File: config.mk
export PLATFORM = sky130hd
export DESIGN_NAME = hextile_tile_decoder_flat
export DESIGN_NICKNAME = d
export VERILOG_FILES = /design/src/sv/hxt_pkg.sv /design/src/sv/hxt_if.sv /design/src/sv/hextile_tile_decoder.sv /design/src/sv/hxt_dp.sv /design/src/sv/hxt_ctrl.sv /design/src/flat_wrapper.sv
export SDC_FILE = /design/constraint.sdc
export NUM_CORES = 2
export LEC_CHECK = 0
export BUFFER_PORTS_ARGS = -buffer_cell sky130_fd_sc_hd__clkbuf_2
export CELL_PAD_IN_SITES_DETAIL_PLACEMENT = 1
export CELL_PAD_IN_SITES_GLOBAL_PLACEMENT = 1
export CORE_MARGIN = 2
export CORE_UTILIZATION = 40
export CTS_CLUSTER_DIAMETER = 120
export CTS_CLUSTER_SIZE = 10
export DETAILED_ROUTE_END_ITERATION = 16
export PLACE_DENSITY_LB_ADDON = 0.2
export REMOVE_ABC_BUFFERS = 1
export SYNTH_ARGS = -nofsm -noshare
export SYNTH_HDL_FRONTEND = slang
export SYNTH_SLANG_ARGS = --single-unit
File: constraint.sdc
create_clock -name clk -period 12.1 [get_ports clk]
set_clock_uncertainty 0.1 [all_clocks]
set_input_delay 2.42 -clock clk [delete_from_list [all_inputs] [get_ports clk]]
set_output_delay 2.42 -clock clk [all_outputs]
set_load 0.02 [all_outputs]
File: src/sv/hxt_pkg.sv
`timescale 1ns / 1ps
// ----------------------------------------------------------------------------
// hxt_pkg
// Shared constants and types of the hextile tile decoder.
// ----------------------------------------------------------------------------
package hxt_pkg;

	localparam int TILE_SIZE  = 16;
	localparam int ROW_W      = TILE_SIZE * 8;
	localparam int CFG_IDX_W  = 8;

	// subencoding flag bits
	localparam int F_RAW = 0;
	localparam int F_BG  = 1;
	localparam int F_FG  = 2;
	localparam int F_ANY = 3;
	localparam int F_COL = 4;

	// register indexes
	localparam logic [CFG_IDX_W-1:0] REG_RECT_X = 8'd0;
	localparam logic [CFG_IDX_W-1:0] REG_RECT_Y = 8'd1;
	localparam logic [CFG_IDX_W-1:0] REG_RECT_W = 8'd2;
	localparam logic [CFG_IDX_W-1:0] REG_RECT_H = 8'd3;

	typedef enum logic [3:0] {
		ST_SUBENC,
		ST_RAW,
		ST_BG,
		ST_FG,
		ST_NSUB,
		ST_SCOL,
		ST_SXY,
		ST_SWH,
		ST_FILL,
		ST_PAINT,
		ST_EMIT_RD,
		ST_EMIT_LD
	} hxt_state_t;

	typedef struct packed {
		logic ld_flags;
		logic ld_bg;
		logic ld_fg;
		logic ld_nsub;
		logic ld_col;
		logic ld_xy;
		logic ld_wh;
		logic raw_start;
		logic raw_wr;
		logic fill_row;
		logic paint_row;
		logic emit_rd;
		logic emit_ld;
		logic tile_adv;
	} hxt_cmd_t;

	typedef struct packed {
		logic [4:0] flags;
		logic       empty;
		logic       raw_last;
		logic       fill_last;
		logic       paint_none;
		logic       paint_last;
		logic       sub_zero;
		logic       emit_last;
		logic       out_free;
	} hxt_stat_t;

endpackage

File: src/sv/hxt_if.sv
`timescale 1ns / 1ps
// ----------------------------------------------------------------------------
// hxt_if
// Handshake channels of the hextile tile decoder: stream, rows, config.
// ----------------------------------------------------------------------------
interface hxt_stream_if;
	logic       valid;
	logic       ready;
	logic [7:0] stream_byte;
	modport source (output valid, output stream_byte, input ready);
	modport sink (input valid, input stream_byte, output ready);
endinterface

interface hxt_row_if;
	logic        valid;
	logic        ready;
	logic [15:0] tile_left;
	logic [15:0] tile_top;
	logic [3:0]  row_index;
	logic [4:0]  row_width;
	logic [63:0] pixels_low;
	logic [63:0] pixels_high;
	logic        tile_done;
	logic        rect_done;
	modport source (output valid, output tile_left, output tile_top, output row_index,
		output row_width, output pixels_low, output pixels_high, output tile_done,
		output rect_done, input ready);
	modport sink (input valid, input tile_left, input tile_top, input row_index,
		input row_width, input pixels_low, input pixels_high, input tile_done,
		input rect_done, output ready);
endinterface

interface hxt_cfg_if;
	logic        valid;
	logic        ready;
	logic [7:0]  index;
	logic [15:0] data;
	modport source (output valid, output index, output data, input ready);
	modport sink (input valid, input index, input data, output ready);
endinterface

File: src/sv/hextile_tile_decoder.sv
`timescale 1ns / 1ps
// ----------------------------------------------------------------------------
// hextile_tile_decoder
// Hextile rectangle decoder for 8-bit pixels, one tile row per result.
// ----------------------------------------------------------------------------
// Usage:
//  cfg    : write rect_x (0), rect_y (1), rect_w (2), rect_h (3) while idle;
//           any of these writes re-arms the decoder for a new rectangle.
//  stream : one payload byte per transfer, be it a header, color, count,
//           subrect or raw byte.
//  rows   : one transfer per tile row, up to 16 pixels, with tile position.
// Sequence: a non-raw tile fills all 16 rows of its store after its header
//  and colors; each subrect paints one tile row per cycle, starting after its
//  wh byte. Emission reads the row-wide store one row at a time, through a
//  read state and then a load state per row. The stream is held off (ready low)
//  during fill, paint and emission.
// A stalled rows receiver holds the output register; emission waits on it,
//  and once the last row is loaded the stream is taken again.
// Reset clears the registers to a zero rectangle, whose bytes are dropped.
// The tile store is not cleared; every tile writes it before it is read.
// ----------------------------------------------------------------------------
module hextile_tile_decoder (
	input  logic clk,
	input  logic arst_n,
	hxt_stream_if.sink stream,
	hxt_row_if.source  rows,
	hxt_cfg_if.sink    cfg
);
	import hxt_pkg::*;

	hxt_cmd_t  cmd;
	hxt_stat_t stat;
	logic      cfg_we;
	logic      rearm;

	assign cfg.ready = 1'b1;
	assign cfg_we = cfg.valid;
	assign rearm = cfg_we && (cfg.index == REG_RECT_X || cfg.index == REG_RECT_Y ||
		cfg.index == REG_RECT_W || cfg.index == REG_RECT_H);

	hxt_ctrl u_ctrl (
		.clk         (clk),
		.arst_n      (arst_n),
		.in_valid    (stream.valid),
		.in_ready    (stream.ready),
		.stream_byte (stream.stream_byte),
		.rearm       (rearm),
		.stat        (stat),
		.cmd         (cmd)
	);

	hxt_dp u_dp (
		.clk         (clk),
		.arst_n      (arst_n),
		.cmd         (cmd),
		.stat        (stat),
		.stream_byte (stream.stream_byte),
		.cfg_we      (cfg_we),
		.cfg_index   (cfg.index),
		.cfg_data    (cfg.data),
		.out_ready   (rows.ready),
		.out_valid   (rows.valid),
		.tile_left   (rows.tile_left),
		.tile_top    (rows.tile_top),
		.row_index   (rows.row_index),
		.row_width   (rows.row_width),
		.pixels_low  (rows.pixels_low),
		.pixels_high (rows.pixels_high),
		.tile_done   (rows.tile_done),
		.rect_done   (rows.rect_done)
	);

endmodule

File: src/sv/hxt_dp.sv
`timescale 1ns / 1ps
// ----------------------------------------------------------------------------
// hxt_dp
// Datapath: rectangle registers, tile position, colors, row-wide tile store,
// subrect painter and output row register.
// ----------------------------------------------------------------------------
module hxt_dp (
	input  logic                    clk,
	input  logic                    arst_n,
	input  hxt_pkg::hxt_cmd_t       cmd,
	output hxt_pkg::hxt_stat_t      stat,
	input  logic [7:0]              stream_byte,
	input  logic                    cfg_we,
	input  logic [7:0]              cfg_index,
	input  logic [15:0]             cfg_data,
	input  logic                    out_ready,
	output logic                    out_valid,
	output logic [15:0]             tile_left,
	output logic [15:0]             tile_top,
	output logic [3:0]              row_index,
	output logic [4:0]              row_width,
	output logic [63:0]             pixels_low,
	output logic [63:0]             pixels_high,
	output logic                    tile_done,
	output logic                    rect_done
);
	import hxt_pkg::*;

	logic [15:0] rect_x_q, rect_y_q, rect_w_q, rect_h_q;
	logic [15:0] tx_q, ty_q;
	logic [7:0]  bg_q, fg_q, col_q, xy_q, wh_q, nsub_q;
	logic [4:0]  flags_q;
	logic [3:0]  rr_q, rc_q, fr_q, pr_q, er_q;
	logic [ROW_W-1:0] mem [TILE_SIZE];
	logic [ROW_W-1:0] rd_q;

	logic        rearm;
	logic [15:0] rem_w, rem_h;
	logic [4:0]  tw, th;
	logic [16:0] nx, ny;
	logic        wrap_x, last_tile;
	logic [4:0]  end_c, end_r, pend;
	logic [7:0]  paint_col;
	logic        we;
	logic [3:0]  wa;
	logic [TILE_SIZE-1:0] wmask;
	logic [7:0]  wbyte;
	logic [ROW_W-1:0] masked;

	assign rearm = cfg_we && (cfg_index == REG_RECT_X || cfg_index == REG_RECT_Y ||
		cfg_index == REG_RECT_W || cfg_index == REG_RECT_H);

	assign rem_w = rect_w_q - tx_q;
	assign rem_h = rect_h_q - ty_q;
	assign tw = (rem_w > 16'(TILE_SIZE)) ? 5'(TILE_SIZE) : rem_w[4:0];
	assign th = (rem_h > 16'(TILE_SIZE)) ? 5'(TILE_SIZE) : rem_h[4:0];
	assign nx = {1'b0, tx_q} + 17'(TILE_SIZE);
	assign ny = {1'b0, ty_q} + 17'(TILE_SIZE);
	assign wrap_x = nx >= {1'b0, rect_w_q};
	assign last_tile = wrap_x && (ny >= {1'b0, rect_h_q});

	// inclusive subrect end; the row end is clipped to the tile
	assign end_c = {1'b0, xy_q[7:4]} + {1'b0, wh_q[7:4]};
	assign end_r = {1'b0, xy_q[3:0]} + {1'b0, wh_q[3:0]};
	assign pend = (end_r < th - 5'd1) ? end_r : th - 5'd1;
	assign paint_col = flags_q[F_COL] ? col_q : fg_q;

	always_comb begin
		stat.flags      = flags_q;
		stat.empty      = (rect_w_q == 16'd0) || (rect_h_q == 16'd0);
		stat.raw_last   = ({1'b0, rr_q} == th - 5'd1) && ({1'b0, rc_q} == tw - 5'd1);
		stat.fill_last  = fr_q == 4'(TILE_SIZE - 1);
		stat.paint_none = {1'b0, xy_q[3:0]} >= th;
		stat.paint_last = {1'b0, pr_q} >= pend;
		stat.sub_zero   = nsub_q == 8'd0;
		stat.emit_last  = {1'b0, er_q} == th - 5'd1;
		stat.out_free   = !out_valid || out_ready;
	end

	// one write port, byte enables
	always_comb begin
		we = 1'b0;
		wa = fr_q;
		wmask = '0;
		wbyte = bg_q;
		if (cmd.fill_row) begin
			we = 1'b1;
			wmask = '1;
		end else if (cmd.raw_wr) begin
			we = 1'b1;
			wa = rr_q;
			wbyte = stream_byte;
			wmask[rc_q] = 1'b1;
		end else if (cmd.paint_row) begin
			we = 1'b1;
			wa = pr_q;
			wbyte = paint_col;
			for (int c = 0; c < TILE_SIZE; c++) begin
				wmask[c] = (5'(c) >= {1'b0, xy_q[7:4]}) && (5'(c) <= end_c) && (5'(c) < tw);
			end
		end
	end

	always_ff @(posedge clk) begin
		if (we) begin
			for (int c = 0; c < TILE_SIZE; c++) begin
				if (wmask[c]) mem[wa][c*8 +: 8] <= wbyte;
			end
		end
		if (cmd.emit_rd) rd_q <= mem[er_q];
	end

	always_ff @(posedge clk or negedge arst_n) begin
		if (!arst_n) begin
			rect_x_q <= '0;
			rect_y_q <= '0;
			rect_w_q <= '0;
			rect_h_q <= '0;
			tx_q <= '0;
			ty_q <= '0;
			bg_q <= '0;
			fg_q <= '0;
			col_q <= '0;
			xy_q <= '0;
			wh_q <= '0;
			nsub_q <= '0;
			flags_q <= '0;
			rr_q <= '0;
			rc_q <= '0;
			fr_q <= '0;
			pr_q <= '0;
			er_q <= '0;
		end else begin
			if (cfg_we) begin
				unique case (cfg_index)
					REG_RECT_X: rect_x_q <= cfg_data;
					REG_RECT_Y: rect_y_q <= cfg_data;
					REG_RECT_W: rect_w_q <= cfg_data;
					REG_RECT_H: rect_h_q <= cfg_data;
					default: ;
				endcase
			end
			if (rearm) begin
				tx_q <= '0;
				ty_q <= '0;
				bg_q <= '0;
				fg_q <= '0;
				er_q <= '0;
				fr_q <= '0;
			end else begin
				if (cmd.ld_flags) flags_q <= stream_byte[4:0];
				if (cmd.ld_bg) bg_q <= stream_byte;
				if (cmd.ld_fg) fg_q <= stream_byte;
				if (cmd.ld_nsub) nsub_q <= stream_byte;
				if (cmd.ld_col) col_q <= stream_byte;
				if (cmd.ld_xy) xy_q <= stream_byte;
				if (cmd.ld_wh) begin
					wh_q <= stream_byte;
					pr_q <= xy_q[3:0];
					nsub_q <= nsub_q - 8'd1;
				end
				if (cmd.paint_row) pr_q <= pr_q + 4'd1;
				if (cmd.fill_row) fr_q <= fr_q + 4'd1;
				if (cmd.raw_start) begin
					rr_q <= '0;
					rc_q <= '0;
				end else if (cmd.raw_wr) begin
					if ({1'b0, rc_q} == tw - 5'd1) begin
						rc_q <= '0;
						rr_q <= rr_q + 4'd1;
					end else begin
						rc_q <= rc_q + 4'd1;
					end
				end
				if (cmd.tile_adv) er_q <= '0;
				else if (cmd.emit_ld) er_q <= er_q + 4'd1;
				if (cmd.tile_adv) begin
					if (last_tile) begin
						tx_q <= '0;
						ty_q <= '0;
						bg_q <= '0;
						fg_q <= '0;
					end else if (wrap_x) begin
						tx_q <= '0;
						ty_q <= ny[15:0];
					end else begin
						tx_q <= nx[15:0];
					end
				end
			end
		end
	end

	// blank the bytes beyond the tile width
	always_comb begin
		for (int c = 0; c < TILE_SIZE; c++) begin
			masked[c*8 +: 8] = (5'(c) < tw) ? rd_q[c*8 +: 8] : 8'd0;
		end
	end

	always_ff @(posedge clk or negedge arst_n) begin
		if (!arst_n) begin
			out_valid <= 1'b0;
		end else if (cmd.emit_ld) begin
			out_valid <= 1'b1;
		end else if (out_ready) begin
			out_valid <= 1'b0;
		end
	end

	always_ff @(posedge clk) begin
		if (cmd.emit_ld) begin
			tile_left   <= rect_x_q + tx_q;
			tile_top    <= rect_y_q + ty_q;
			row_index   <= er_q;
			row_width   <= tw;
			pixels_low  <= masked[63:0];
			pixels_high <= masked[127:64];
			tile_done   <= stat.emit_last;
			rect_done   <= stat.emit_last && last_tile;
		end
	end

endmodule

File: src/sv/hxt_ctrl.sv
`timescale 1ns / 1ps
// ----------------------------------------------------------------------------
// hxt_ctrl
// Controller: parses the byte stream and sequences fill, paint and emit.
// ----------------------------------------------------------------------------
module hxt_ctrl (
	input  logic               clk,
	input  logic               arst_n,
	input  logic               in_valid,
	output logic               in_ready,
	input  logic [7:0]         stream_byte,
	input  logic               rearm,
	input  hxt_pkg::hxt_stat_t stat,
	output hxt_pkg::hxt_cmd_t  cmd
);
	import hxt_pkg::*;

	hxt_state_t state_q, state_d;
	logic       go;

	always_ff @(posedge clk or negedge arst_n) begin
		if (!arst_n) state_q <= ST_SUBENC;
		else if (rearm) state_q <= ST_SUBENC;
		else state_q <= state_d;
	end

	always_comb begin
		in_ready = (state_q == ST_SUBENC) || (state_q == ST_RAW) || (state_q == ST_BG) ||
			(state_q == ST_FG) || (state_q == ST_NSUB) || (state_q == ST_SCOL) ||
			(state_q == ST_SXY) || (state_q == ST_SWH);
		// bytes of an empty rectangle are taken and dropped
		go = in_valid && in_ready && !stat.empty;
		state_d = state_q;
		cmd = '0;
		unique case (state_q)
			ST_SUBENC: if (go) begin
				cmd.ld_flags = 1'b1;
				if (stream_byte[F_RAW]) begin
					cmd.raw_start = 1'b1;
					state_d = ST_RAW;
				end else if (stream_byte[F_BG]) state_d = ST_BG;
				else if (stream_byte[F_FG]) state_d = ST_FG;
				else state_d = ST_FILL;
			end
			ST_RAW: if (go) begin
				cmd.raw_wr = 1'b1;
				if (stat.raw_last) state_d = ST_EMIT_RD;
			end
			ST_BG: if (go) begin
				cmd.ld_bg = 1'b1;
				state_d = stat.flags[F_FG] ? ST_FG : ST_FILL;
			end
			ST_FG: if (go) begin
				cmd.ld_fg = 1'b1;
				state_d = ST_FILL;
			end
			ST_NSUB: if (go) begin
				cmd.ld_nsub = 1'b1;
				if (stream_byte == 8'd0) state_d = ST_EMIT_RD;
				else state_d = stat.flags[F_COL] ? ST_SCOL : ST_SXY;
			end
			ST_SCOL: if (go) begin
				cmd.ld_col = 1'b1;
				state_d = ST_SXY;
			end
			ST_SXY: if (go) begin
				cmd.ld_xy = 1'b1;
				state_d = ST_SWH;
			end
			ST_SWH: if (go) begin
				cmd.ld_wh = 1'b1;
				state_d = ST_PAINT;
			end
			ST_FILL: begin
				cmd.fill_row = 1'b1;
				if (stat.fill_last) state_d = stat.flags[F_ANY] ? ST_NSUB : ST_EMIT_RD;
			end
			ST_PAINT: begin
				cmd.paint_row = !stat.paint_none;
				if (stat.paint_none || stat.paint_last) begin
					if (stat.sub_zero) state_d = ST_EMIT_RD;
					else state_d = stat.flags[F_COL] ? ST_SCOL : ST_SXY;
				end
			end
			ST_EMIT_RD: begin
				cmd.emit_rd = 1'b1;
				state_d = ST_EMIT_LD;
			end
			ST_EMIT_LD: if (stat.out_free) begin
				cmd.emit_ld = 1'b1;
				if (stat.emit_last) begin
					cmd.tile_adv = 1'b1;
					state_d = ST_SUBENC;
				end else begin
					state_d = ST_EMIT_RD;
				end
			end
			default: state_d = ST_SUBENC;
		endcase
	end

endmodule

File: src/flat_wrapper.sv
// flat-port wrapper written by rule: the top's interface ports become plain ports
module hextile_tile_decoder_flat import hxt_pkg::*;
  (clk, arst_n, stream_valid, stream_stream_byte, stream_ready, rows_valid, rows_tile_left, rows_tile_top, rows_row_index, rows_row_width, rows_pixels_low, rows_pixels_high, rows_tile_done, rows_rect_done, rows_ready, cfg_valid, cfg_index, cfg_data, cfg_ready);
  hxt_stream_if stream_i ();
  hxt_row_if rows_i ();
  hxt_cfg_if cfg_i ();
  input  logic clk;
  input  logic arst_n;
  input wire logic [$bits(stream_i.valid)-1:0] stream_valid;
  input wire logic [$bits(stream_i.stream_byte)-1:0] stream_stream_byte;
  output wire logic [$bits(stream_i.ready)-1:0] stream_ready;
  output wire logic [$bits(rows_i.valid)-1:0] rows_valid;
  output wire logic [$bits(rows_i.tile_left)-1:0] rows_tile_left;
  output wire logic [$bits(rows_i.tile_top)-1:0] rows_tile_top;
  output wire logic [$bits(rows_i.row_index)-1:0] rows_row_index;
  output wire logic [$bits(rows_i.row_width)-1:0] rows_row_width;
  output wire logic [$bits(rows_i.pixels_low)-1:0] rows_pixels_low;
  output wire logic [$bits(rows_i.pixels_high)-1:0] rows_pixels_high;
  output wire logic [$bits(rows_i.tile_done)-1:0] rows_tile_done;
  output wire logic [$bits(rows_i.rect_done)-1:0] rows_rect_done;
  input wire logic [$bits(rows_i.ready)-1:0] rows_ready;
  input wire logic [$bits(cfg_i.valid)-1:0] cfg_valid;
  input wire logic [$bits(cfg_i.index)-1:0] cfg_index;
  input wire logic [$bits(cfg_i.data)-1:0] cfg_data;
  output wire logic [$bits(cfg_i.ready)-1:0] cfg_ready;
  assign stream_i.valid = stream_valid;
  assign stream_i.stream_byte = stream_stream_byte;
  assign stream_ready = stream_i.ready;
  assign rows_valid = rows_i.valid;
  assign rows_tile_left = rows_i.tile_left;
  assign rows_tile_top = rows_i.tile_top;
  assign rows_row_index = rows_i.row_index;
  assign rows_row_width = rows_i.row_width;
  assign rows_pixels_low = rows_i.pixels_low;
  assign rows_pixels_high = rows_i.pixels_high;
  assign rows_tile_done = rows_i.tile_done;
  assign rows_rect_done = rows_i.rect_done;
  assign rows_i.ready = rows_ready;
  assign cfg_i.valid = cfg_valid;
  assign cfg_i.index = cfg_index;
  assign cfg_i.data = cfg_data;
  assign cfg_ready = cfg_i.ready;
  hextile_tile_decoder u_core (.clk(clk), .arst_n(arst_n), .stream(stream_i), .rows(rows_i), .cfg(cfg_i));
endmodule
==> flow_summary.yaml <==
critical_path:
  startpoint_type: "register"
  r2r_setup_slack_ns: 3.77
  critPathLaunch: "u_core.u_dp.ty_q[4]"
  slowest_delay_ns: 1.07
  crit_chain: "inv_1 -> ha_1 -> nand2b_1 -> a31oi_1 -> nor4_1 -> nor4_1 -> o22ai_2 -> nor3_1 -> nand2_1 -> inv_1 -> ha_1 -> nand2b_1 -> a21o_1 -> a21oi_1 -> nor2b_1 -> o21ai_0 -> nor4_4 -> o21ai_2 -> o21a_1 -> nand4b_1 -> buf_4 -> nor2_1"
  slowest_stage: "nand4b_1"
  crit_required_ns: 12.54
  r2r_start: "u_core.u_dp.ty_q[4]"
  cpLargestDelayFamily: "simple AND/OR/NAND/NOR gates"
  end_kind: "register"
  worstSetupPathType: "register to register"
  critPathBufInv: 3
  critPathMaxFanout: 16
  cp_data_arrival_time_ns: 8.78
synthesis:
  synth_edf_count: 2347
  synth_mux_area_share_pct: 15.45
  yosysSeqAreaShare_pct: 74.31
  synth-main-ff-cell: "edfxtp_1"
  ys_warn_count: 0
  synthSimpleGateAreaFrac_pct: 4.396
  synth_top_family_by_area: "multiplexers"
  yosys.area.top_type: "edfxtp_1"
  yosys-top-cells-count: "2347 x edfxtp_1, 623 x mux4_2, 379 x nor2_1"
  avgSynthCellArea_um2: 19.84
  synth_most_common_cell: "edfxtp_1"
  ys_types: 89
  async_flop_share_pct: 6.531
  synthTopCellsByArea: "edfxtp_1 70%, mux4_2 14%, dfrtp_1 4.1%"
  postSynthCellCount: 5058
  synth_fa_ha_area_share_pct: 1.344
  synth_compound_area_share_pct: 2.492
  ys_seq_elements: 2511
  syn_area_mm2: 0.1004
  synth_xor_area_share_pct: 0.6246
  yosysTopAreaCellShare_pct: 70.22
min_path:
  hp-start: "u_core.u_dp.rect_y_q[2]"
  worstHoldPathType: "register to register"
finish:
  drive_gt1_share_pct: 25.84
  multi_input_area_mm2: 0.02462
  fill_cells: 23070
  ff_latch_area_mm2: 0.07460
  final_nets: 5551
  area_growth_pct: 13.14
floorplan:
  num_rows: 183
  start_util_pct: 40.29
  io_pins: 211
  die_x_um: 504.9
  dieArea_mm2: 0.2549
  core_mm2: 0.2491
  die_h_um: 504.9
global_routing:
  grt_usage_pct: 21.15
  grt_pass1_wl_um: 393900
  grt_max_degree: 182
  grt_overflow: 0
  antenna_found_initial: 9
  grt_pass1_vias: 52290
timing:
  setup_tns_ns: 0
  layout_setup_ws_ns: 3.768
  timing.final.crit_period_ns: 8.332
  rsz0062_at_grt: "false"
  setup_violations: 0
  hold_violations: 0
  max_freq_ghz: 0.1200
  maxSlewHeadroom_pct: 6.259
  min_period_over_period_pct: 68.86
  worst_slew_pin_slew_ns: 1.402
  report.final.slew_viol_count: 0
placed_design:
  routabilityCongestion: 0.8046
  port_buffers: 209
  dp_hpwl_um: 161300
  pre_cts_slack_ns: 3.804
clock_tree:
  cts_max_path_buffers: 4
  path_clk_slew_ns: 0.06
  post-cts-setup-buffers: 0
  cts_buffers: 301
  hold_buffers: 0
  cts_max_level: 5
  cts_tree: "yes"
  clock_sinks: 2511
  ctsResizeCount: 0
  cts_root_buffer: "clkbuf_16"
  clock_latency_ns: 0.93
route:
  vias_per_cell: 5.730
  drt_wl_total_um: 270200
  post_drt_wl_per_cell_um: 30.72
  drtIter0Drc: 5094
  firstDrtPassIters: 5
  dr_total_vias: 50390
  drc: 0
  final_antenna_net_count: 0
run_status:
  outcome: "completed"
pwr:
  irDropWorstVdd_uv: 320.6
  p_per_area_mw_per_mm2: 251.4
  p_leak_nw: 37.15
job:
  drv_cap: 0
[final timing paths]
check / to / cells after the start
worst max-delay path: u_core.u_dp.mem[14][3] / 22
worst min-delay path: u_core.u_dp.tile_top[2] / 0
worst max register to register: u_core.u_dp.mem[14][3] / 22
worst min register to register: u_core.u_dp.tile_top[2] / 0
max in group asynchronous: u_core.u_dp.er_q[2] / 2
min in group asynchronous: u_core.u_dp.nsub_q[1] / 1
[flip-flops by register name, indices dropped and copies added (netlist names), 12 cells and up]
name / flops
u_core.u_dp.rect_w_q: 16
u_core.u_dp.pixels_low: 64
u_core.u_dp.ty_q: 12
u_core.u_dp.tile_top: 16
u_core.u_dp.rd_q: 128
u_core.u_dp.rect_h_q: 16
u_core.u_dp.tile_left: 16
u_core.u_dp.rect_y_q: 16
u_core.u_dp.tx_q: 12
u_core.u_dp.pixels_high: 64
u_core.u_dp.mem: 2048
u_core.u_dp.rect_x_q: 16
[layout by cell type, fill, tap and decap left out, types with 16 or more instances in the layout]
master | netlist | routed
o22ai_1 | 16 | 16
nor4_1 | 18 | 18
clkbuf_2 | 2 | 208
mux2_2 | 100 | 100
a31oi_1 | 26 | 18
xor2_1 | 30 | 30
nand4_1 | 18 | 18
clkbuf_16 | 0 | 309
buf_4 | 4 | 84
nor2_1 | 379 | 368
nor3_1 | 56 | 55
mux4_2 | 623 | 623
a211oi_1 | 23 | 23
a21oi_1 | 84 | 83
nand2b_1 | 24 | 24
xnor2_1 | 39 | 39
and2_1 | 116 | 117
dfrtp_1 | 164 | 160
o21ai_0 | 86 | 86
nand3_1 | 51 | 51
clkbuf_1 | 175 | 35
ha_1 | 103 | 103
mux2i_1 | 35 | 35
edfxtp_1 | 2347 | 2347
a21o_1 | 22 | 22
inv_1 | 90 | 88
nor2b_1 | 52 | 52
nand2_1 | 88 | 88
[metrics by stage]
| step | instance area [um^2] | util, % | hold WS (ns) | power [W] | cells |
|---|---|---|---|---|---|
| final | 113600 | 45.58 | 0.3444 | 0.02855 | 8795 |
| after global routing | 113500 | 45.58 | 0.3499 | 0.02966 | 8788 |
| after CTS | 113500 | 45.57 | 0.3438 | 0.02894 | 8786 |
| after detailed placement | 105600 | 42.39 | 0.3283 | 0.02113 | 8436 |
| after global placement | 105600 | 42.39 | 0.3278 | 0.02101 | 8436 |
| after floorplan | 99330 | - | 0.3194 | 0.01947 | 4803 |
[power by group]
group | internal [W] | switching (W) | total (W)
sequential | 0.0122 | 0.000429 | 0.0126
clock | 0.00452 | 0.00327 | 0.00779
combinational | 0.00267 | 0.00550 | 0.00817
[logic make-up (layout without fill, tap and decap cells)]
group	Yosys count	in the layout
flip-flops	2511	2511
AND/OR/NAND/NOR	886	886
multiplexers	758	758
AO/OA/AOI/OAI	377	377
buffers and inverters	347	743
adder cells (fa/ha/maj)	107	107
XOR/XNOR	70	70
other	2	13
[metal layers]
metal	track usage [%]	routed length [um]	vias up
met4	4.566	4579	0
li1	-	-	21090
met2	32.95	128000	1701
met3	3.372	15690	305
met5	0	0	-
met1	31.48	122000	27290
[cell type report]
cell class / count / share of cell area (%)
inverters: 90 / 0.3041
well taps: 3330 / 3.669
flip-flops and latches: 2511 / 65.69
repair buffers: 303 / 1.658
clock inverters: 6 / 0.05179
multi-input cells: 2202 / 21.68
clock buffers: 344 / 6.925
diodes: 9 / 0.01983
No activity file was read; power rests on OpenSTA's default activity.
